File: config.mk
export PLATFORM = sky130hd
export DESIGN_NAME = ack_frame_builder_crc32_core
export DESIGN_NICKNAME = d
export VERILOG_FILES = /design/src/hw/rtl/afb_pkg.sv /design/src/hw/rtl/afb_crc_unit.sv /design/src/hw/rtl/afb_frame_mux.sv /design/src/hw/rtl/ack_frame_builder_crc32_core.sv
export SDC_FILE = /design/constraint.sdc
export NUM_CORES = 1
export LEC_CHECK = 0
export ABC_AREA = 1
export BUFFER_PORTS_ARGS = -buffer_cell sky130_fd_sc_hd__buf_2
export CORE_ASPECT_RATIO = 0.7
export CORE_MARGIN = 3
export CORE_UTILIZATION = 30
export CTS_BUF_LIST = sky130_fd_sc_hd__clkbuf_4
export CTS_CLUSTER_DIAMETER = 100
export DETAILED_ROUTE_END_ITERATION = 8
export PLACE_DENSITY = 0.51
export SYNTH_ARGS = -nofsm -noshare
export SYNTH_HDL_FRONTEND = slang
export SYNTH_SLANG_ARGS = --single-unit
File: constraint.sdc
create_clock -name clk_i -period 7.1 [get_ports clk_i]
set_input_delay 0 -clock clk_i [delete_from_list [all_inputs] [get_ports clk_i]]
set_output_delay 0 -clock clk_i [all_outputs]
set_load 0.02 [all_outputs]
File: src/hw/rtl/afb_pkg.sv
package afb_pkg;

  localparam int unsigned FrameBytes = 32;
  localparam int unsigned IdxW       = $clog2(FrameBytes);
  localparam int unsigned CrcAt      = 14;

  localparam logic [31:0] CrcPoly = 32'hEDB88320;
  localparam logic [31:0] CrcOnes = 32'hFFFFFFFF;

  localparam logic [IdxW-1:0] LastIdx = IdxW'(FrameBytes - 1);

  localparam logic [1:0] RegMagic   = 2'd0;
  localparam logic [1:0] RegVersion = 2'd1;
  localparam logic [1:0] RegAckType = 2'd2;

  typedef enum logic [1:0] {
    StIdle,
    StCrc,
    StEmit
  } state_e;

  typedef struct packed {
    logic [15:0] magic;
    logic [7:0]  version;
    logic [7:0]  ack_type;
  } cfg_t;

  typedef struct packed {
    logic [31:0] seq;
    logic        status;
    logic [31:0] wtime;
    logic [31:0] ptime;
  } fields_t;

  typedef struct packed {
    logic       init;
    logic       step;
    logic [7:0] data;
  } crc_ctrl_t;

endpackage

File: src/hw/rtl/afb_crc_unit.sv
module afb_crc_unit (
  input  logic               clk_i,
  input  logic               rst_ni,
  input  afb_pkg::crc_ctrl_t ctrl_i,
  output logic [31:0]        crc_o
);

  logic [31:0] crc_q, crc_d, upd;

  // One byte of reflected CRC-32, bit by bit.
  always_comb begin
    upd = crc_q ^ {24'd0, ctrl_i.data};
    for (int k = 0; k < 8; k++) begin
      if (upd[0]) begin
        upd = (upd >> 1) ^ afb_pkg::CrcPoly;
      end else begin
        upd = upd >> 1;
      end
    end
  end

  always_comb begin
    crc_d = crc_q;
    if (ctrl_i.init) begin
      crc_d = afb_pkg::CrcOnes;
    end else if (ctrl_i.step) begin
      crc_d = upd;
    end
  end

  always_ff @(posedge clk_i or negedge rst_ni) begin
    if (!rst_ni) begin
      crc_q <= afb_pkg::CrcOnes;
    end else begin
      crc_q <= crc_d;
    end
  end

  // Apply the final xor on the way out.
  assign crc_o = crc_q ^ afb_pkg::CrcOnes;

endmodule

File: src/hw/rtl/afb_frame_mux.sv
module afb_frame_mux (
  input  logic [afb_pkg::IdxW-1:0] offset_i,
  input  afb_pkg::cfg_t            cfg_i,
  input  afb_pkg::fields_t         fields_i,
  input  logic [31:0]              crc_i,
  output logic [7:0]               byte_o
);

  logic [15:0] len;
  assign len = 16'(afb_pkg::FrameBytes);

  always_comb begin
    case (offset_i)
      afb_pkg::IdxW'(0):  byte_o = cfg_i.magic[7:0];
      afb_pkg::IdxW'(1):  byte_o = cfg_i.magic[15:8];
      afb_pkg::IdxW'(2):  byte_o = cfg_i.version;
      afb_pkg::IdxW'(3):  byte_o = cfg_i.ack_type;
      afb_pkg::IdxW'(4):  byte_o = len[7:0];
      afb_pkg::IdxW'(5):  byte_o = len[15:8];
      afb_pkg::IdxW'(14): byte_o = crc_i[7:0];
      afb_pkg::IdxW'(15): byte_o = crc_i[15:8];
      afb_pkg::IdxW'(16): byte_o = crc_i[23:16];
      afb_pkg::IdxW'(17): byte_o = crc_i[31:24];
      afb_pkg::IdxW'(18): byte_o = fields_i.seq[7:0];
      afb_pkg::IdxW'(19): byte_o = fields_i.seq[15:8];
      afb_pkg::IdxW'(20): byte_o = fields_i.seq[23:16];
      afb_pkg::IdxW'(21): byte_o = fields_i.seq[31:24];
      afb_pkg::IdxW'(22): byte_o = {7'd0, fields_i.status};
      afb_pkg::IdxW'(23): byte_o = fields_i.wtime[7:0];
      afb_pkg::IdxW'(24): byte_o = fields_i.wtime[15:8];
      afb_pkg::IdxW'(25): byte_o = fields_i.wtime[23:16];
      afb_pkg::IdxW'(26): byte_o = fields_i.wtime[31:24];
      afb_pkg::IdxW'(27): byte_o = fields_i.ptime[7:0];
      afb_pkg::IdxW'(28): byte_o = fields_i.ptime[15:8];
      afb_pkg::IdxW'(29): byte_o = fields_i.ptime[23:16];
      afb_pkg::IdxW'(30): byte_o = fields_i.ptime[31:24];
      default:            byte_o = 8'd0;
    endcase
  end

endmodule

File: src/hw/rtl/ack_frame_builder_crc32_core.sv
// Acknowledgement frame builder with reflected CRC-32.
//
// Input channel: in_valid_i / in_stall_o carry one acknowledgement request
// per item (echoed sequence, status, two timestamps with valid flags).
// Output channel: out_valid_o / out_stall_i carry one frame byte per item,
// with its offset and a last marker on the final byte.
// Configuration: APB-style port, magic at 0x0, version at 0x4, ack type at
// 0x8. Write only while the block is idle. pready is tied high.
//
// Each request is accepted while idle, then one shared CRC byte unit walks
// the frame (bytes 14..17 read as zero), then the frame is emitted, one
// byte per cycle while the receiver takes them. The CRC walk and the
// byte-serial emit set the pace; no new request is taken until the last
// byte is loaded. The first byte appears once the CRC walk is done.
//
// in_stall_o is high from the accept until the last byte is loaded into the
// output register. A stall on the output holds the current byte and freezes
// the emit counter. Reset clears the registers to zero, the CRC to all ones,
// and leaves the block idle with no output pending.
module ack_frame_builder_crc32_core (
  input  logic        clk_i,
  input  logic        rst_ni,

  input  logic        psel,
  input  logic        penable,
  input  logic        pwrite,
  input  logic [3:0]  paddr,
  input  logic [31:0] pwdata,
  output logic [31:0] prdata,
  output logic        pready,

  input  logic        in_valid_i,
  output logic        in_stall_o,
  input  logic [31:0] echo_sequence_i,
  input  logic        reply_status_i,
  input  logic        weather_valid_i,
  input  logic [31:0] weather_time_i,
  input  logic        position_valid_i,
  input  logic [31:0] position_time_i,

  output logic        out_valid_o,
  input  logic        out_stall_i,
  output logic [7:0]  frame_byte_o,
  output logic [4:0]  byte_index_o,
  output logic        frame_last_o
);

  afb_pkg::state_e           state_q, state_d;
  afb_pkg::cfg_t             cfg_q;
  afb_pkg::fields_t          lat_q;
  afb_pkg::crc_ctrl_t        crc_ctrl;
  logic [afb_pkg::IdxW-1:0]  cnt_q, cnt_d;
  logic [31:0]               crc;
  logic [31:0]               mux_crc;
  logic [7:0]                mux_byte;
  logic                      in_acc;
  logic                      out_free;
  logic                      load_out;
  logic                      out_valid_q, out_valid_d;
  logic [7:0]                byte_q;
  logic [4:0]                idx_q;
  logic                      last_q;
  logic [1:0]                reg_sel;

  // Configuration port.
  assign pready  = 1'b1;
  assign reg_sel = paddr[3:2];

  always_ff @(posedge clk_i or negedge rst_ni) begin
    if (!rst_ni) begin
      cfg_q <= '0;
    end else if (psel && penable && pwrite) begin
      case (reg_sel)
        afb_pkg::RegMagic:   cfg_q.magic    <= pwdata[15:0];
        afb_pkg::RegVersion: cfg_q.version  <= pwdata[7:0];
        afb_pkg::RegAckType: cfg_q.ack_type <= pwdata[7:0];
        default: ;
      endcase
    end
  end

  always_comb begin
    case (reg_sel)
      afb_pkg::RegMagic:   prdata = {16'd0, cfg_q.magic};
      afb_pkg::RegVersion: prdata = {24'd0, cfg_q.version};
      afb_pkg::RegAckType: prdata = {24'd0, cfg_q.ack_type};
      default:             prdata = 32'd0;
    endcase
  end

  // Latch the request; force each timestamp to zero when its flag is clear.
  assign in_stall_o = (state_q != afb_pkg::StIdle);
  assign in_acc     = in_valid_i && !in_stall_o;

  always_ff @(posedge clk_i or negedge rst_ni) begin
    if (!rst_ni) begin
      lat_q <= '0;
    end else if (in_acc) begin
      lat_q.seq    <= echo_sequence_i;
      lat_q.status <= reply_status_i;
      lat_q.wtime  <= weather_valid_i ? weather_time_i : 32'd0;
      lat_q.ptime  <= position_valid_i ? position_time_i : 32'd0;
    end
  end

  // Shared CRC unit and frame byte selection. The CRC slot reads as zero
  // while the CRC is being accumulated.
  assign mux_crc = (state_q == afb_pkg::StCrc) ? 32'd0 : crc;

  afb_frame_mux u_mux (
    .offset_i (cnt_q),
    .cfg_i    (cfg_q),
    .fields_i (lat_q),
    .crc_i    (mux_crc),
    .byte_o   (mux_byte)
  );

  afb_crc_unit u_crc (
    .clk_i  (clk_i),
    .rst_ni (rst_ni),
    .ctrl_i (crc_ctrl),
    .crc_o  (crc)
  );

  assign out_free = !out_valid_q || !out_stall_i;

  // Sequencer: accept, walk the frame through the CRC unit, then emit.
  always_comb begin
    state_d       = state_q;
    cnt_d         = cnt_q;
    crc_ctrl.init = 1'b0;
    crc_ctrl.step = 1'b0;
    crc_ctrl.data = mux_byte;
    load_out      = 1'b0;
    case (state_q)
      afb_pkg::StIdle: begin
        if (in_acc) begin
          crc_ctrl.init = 1'b1;
          cnt_d         = '0;
          state_d       = afb_pkg::StCrc;
        end
      end
      afb_pkg::StCrc: begin
        crc_ctrl.step = 1'b1;
        if (cnt_q == afb_pkg::LastIdx) begin
          cnt_d   = '0;
          state_d = afb_pkg::StEmit;
        end else begin
          cnt_d = cnt_q + afb_pkg::IdxW'(1);
        end
      end
      afb_pkg::StEmit: begin
        if (out_free) begin
          load_out = 1'b1;
          if (cnt_q == afb_pkg::LastIdx) begin
            cnt_d   = '0;
            state_d = afb_pkg::StIdle;
          end else begin
            cnt_d = cnt_q + afb_pkg::IdxW'(1);
          end
        end
      end
      default: begin
        state_d = afb_pkg::StIdle;
      end
    endcase
  end

  always_ff @(posedge clk_i or negedge rst_ni) begin
    if (!rst_ni) begin
      state_q <= afb_pkg::StIdle;
      cnt_q   <= '0;
    end else begin
      state_q <= state_d;
      cnt_q   <= cnt_d;
    end
  end

  // Output register: hold while stalled, drop valid once taken.
  always_comb begin
    out_valid_d = out_valid_q;
    if (load_out) begin
      out_valid_d = 1'b1;
    end else if (!out_stall_i) begin
      out_valid_d = 1'b0;
    end
  end

  always_ff @(posedge clk_i or negedge rst_ni) begin
    if (!rst_ni) begin
      out_valid_q <= 1'b0;
    end else begin
      out_valid_q <= out_valid_d;
    end
  end

  always_ff @(posedge clk_i or negedge rst_ni) begin
    if (!rst_ni) begin
      byte_q <= '0;
      idx_q  <= '0;
      last_q <= 1'b0;
    end else if (load_out) begin
      byte_q <= mux_byte;
      idx_q  <= 5'(cnt_q);
      last_q <= (cnt_q == afb_pkg::LastIdx);
    end
  end

  assign out_valid_o  = out_valid_q;
  assign frame_byte_o = byte_q;
  assign byte_index_o = idx_q;
  assign frame_last_o = last_q;

endmodule

==> flow_summary.yaml <==
outcome:
  status: "completed"
floorplanning:
  core_area_sq_mm: 0.03363
  die_h_um: 160.8
  die_w_um: 227.2
  num_rows: 56
  die_area_sq_mm: 0.03654
  initial_core_util_pct: 30.55
  pin_count: 191
grt:
  grt_max_degree: 90
  grt_pass1_wl_um: 58710
  grt_pass1_vias: 10040
  grtUsageTotal_pct: 21.15
  antenna_found_initial: 2
  grt_overflow: 0
timing:
  min_period_ns: 3.711
  slew_headroom_pct: 30.02
  setup_tns_ns: 0
  tightest_slew_ns: 1.049
  drv_slew: 0
  finClkSkew_ns: 0.02234
  rsz0062_at_grt: "no"
  setup_viol: 0
  hold_viol: 0
  timing.final.ws_setup_ns: 3.389
  max_freq_mhz: 269.5
  min_period_over_period_pct: 52.27
logic_synthesis:
  async_flop_share_pct: 100.0
  seq_area_frac_synth_pct: 44.96
  syn_area_sq_mm: 0.01027
  ys_types: 37
  synth_edf_count: 0
  ys.flop_type: "dfrtp_1"
  synth_seq_cells: 183
  synth.avg_cell_area_sq_um: 6.947
  syn_inst: 1479
  yosys_warnings: 0
placement:
  gp_congestion: 0.9250
  post-place-ws_ns: 3.512
  hpwl_um: 26850
  io_buffer_count: 155
layout:
  fin_nets: 1943
  area_growth_pct: 31.37
  final_common_cell: "nand2_1"
  drive_gt1_share_pct: 14.48
  layout_common_cells: "nand2_1, dlygate4sd3_1, buf_2, dfrtp_1, nand3_1"
route:
  routed_wl_um: 37850
  initialDrtViolationCount: 867
  via_per_inst: 4.747
  first_pass_iters: 6
  drc_errors: 0
  wl_per_cell_um: 16.89
  antenna_left: 0
  vias: 10640
worst_setup_path:
  crit_slowest_cell: "dfrtp_1"
  crit_chain: "nand2_2 -> nor2_1 -> ha_1 -> inv_1 -> nor2_1 -> nand2_1 -> nand2_1 -> nor2_1 -> nand2_1 -> nor2_2 -> nand2_1 -> nand2_1 -> nand2_1 -> nand2_1 -> nand2_1 -> nand2_1 -> nand2_1 -> nand2_1 -> nand3_1 -> and2_1"
  cpMostUsedCell: "nand2_1"
  rr_startpoint: "cnt_q[2]"
  endpoint_kind: "flop"
  startpoint_type: "flop"
  startpoint: "cnt_q[2]"
  cp_max_fo: 11
  reg2reg_depth: 20
  cp.required_ns: 7.68
  critical_path_class: "reg -> reg"
  cpPeakStageDelay_ns: 0.58
  crit_arrival_ns: 4.29
hold_path:
  hold_depth: 4
  hp-class: "in -> reg"
  worst_hold_startpoint: "echo_sequence_i[24]"
clock_tree:
  cts_root_buf: "clkbuf_4"
  post-cts-setup-buffers: 0
  cts_htree_levels: 4
  cts_tree: "done"
  cts_sinks: 183
  clk_latency_ns: 0.64
  clk_pin_slew_ns: 0.16
  cts_resized: 0
  clk_path_buf_depth: 2
  cts_made_buffers: 17
power:
  cellLeakagePower_nw: 6.935
  power.density_mw_per_mm2: 389.7
  irDropWorstVdd_mv: 0.1355
job:
  drv_cap: 0
## per-stage QoR
stage / std cells / util (%) / area [sq um] / hold slack, ns / power (mW)
global route: 2241 / 40.13 / 13500 / 0.009570 / 5.727
floorplan: 1494 / - / 10330 / -0.2956 / 3.691
finish: 2241 / 40.13 / 13500 / 0.07543 / 5.260
global placement: 2024 / 33.85 / 11390 / -0.06344 / 4.496
CTS: 2238 / 40.11 / 13490 / 0.01791 / 5.235
detailed placement: 2024 / 33.85 / 11390 / -0.06146 / 4.537
## timing repair
item,in CTS,in global routing
endpoints found under the setup margin,0,0
hold buffers,182,0
hold endpoints to repair,299,0
## final timing paths
check / endpoint / slack [ns]
worst min register to register: lat_q[92] / 0.50
max in group asynchronous: lat_q[4] / 5.61
worst max-delay path: u_crc.crc_q[4] / 3.39
worst min-delay path: lat_q[89] / 0.08
min in group asynchronous: u_crc.crc_q[14] / 0.48
worst max register to register: u_crc.crc_q[4] / 3.39
## cells in the mapped netlist (7+ instances only)
cell | n | area (sq um)
nor2_1 | 108 | 405.4
inv_1 | 105 | 394.1
xor2_1 | 16 | 140.1
clkbuf_1 | 40 | 150.1
dfrtp_1 | 151 | 3779
buf_4 | 20 | 150.1
nand2_2 | 12 | 75.07
inv_2 | 7 | 26.28
nand3_1 | 124 | 620.6
ha_1 | 11 | 137.6
a31oi_1 | 8 | 50.05
o21ai_0 | 115 | 575.6
nor2_2 | 11 | 68.82
dfstp_2 | 32 | 840.8
a21oi_1 | 24 | 120.1
nand2_1 | 648 | 2432
## report_power, final
| part | switching (mW) | total, mW | internal [mW] |
|---|---|---|---|
| Combinational | 1.97 | 2.86 | 0.887 |
| Sequential | 0.271 | 1.80 | 1.52 |
| Clock | 0.393 | 0.607 | 0.214 |
| Total | 2.63 | 5.26 | 2.63 |
## registers in the layout, indices dropped and copies added (netlist names), 2 cells and up
register / count
lat_q: 97
cfg_q: 32
u_crc.crc_q: 32
frame_byte_o: 8
byte_index_o: 5
cnt_q: 5
state_q: 2
## cell type report
class                      instances  area, sq um
clock inverter                    13        130.1
timing repair buffer             344         2666
sequential                       183         4619
inverter                         113        424.2
antenna                            3        7.507
clock buffer                      19        142.6
multi-input combinational       1131         4964
tap                              435        544.3
fill                            3579        20130
## kinds of logic (layout without fill, tap and decap cells)
kind of cell    Yosys count  in the layout  synth area share, %
other cells               2             20              0.07309
fa+ha+maj                11             11                1.339
xor+xnor                 18             18                1.534
compound gates          165            165                8.512
buf+inv                 180            489                7.379
flops                   183            183                44.96
simple gates            920            920                36.20
## routing by layer
metal	share of wire (%)	vias to the layer above	track usage, %
li1	-	5236	-
met1	51	5057	32.38
met2	42	310	31.15
met3	5.4	34	3.307
met4	1.3	0	4.930
met5	0	-	0
## worst max-delay path, delay by kind of cell, from the launching register on
kind          cells  cell delay, ns
flops             1            0.58
simple gates     18            2.73
fa+ha+maj         1            0.23
buf+inv           1            0.09
Power figures use the tool's default switching activity.
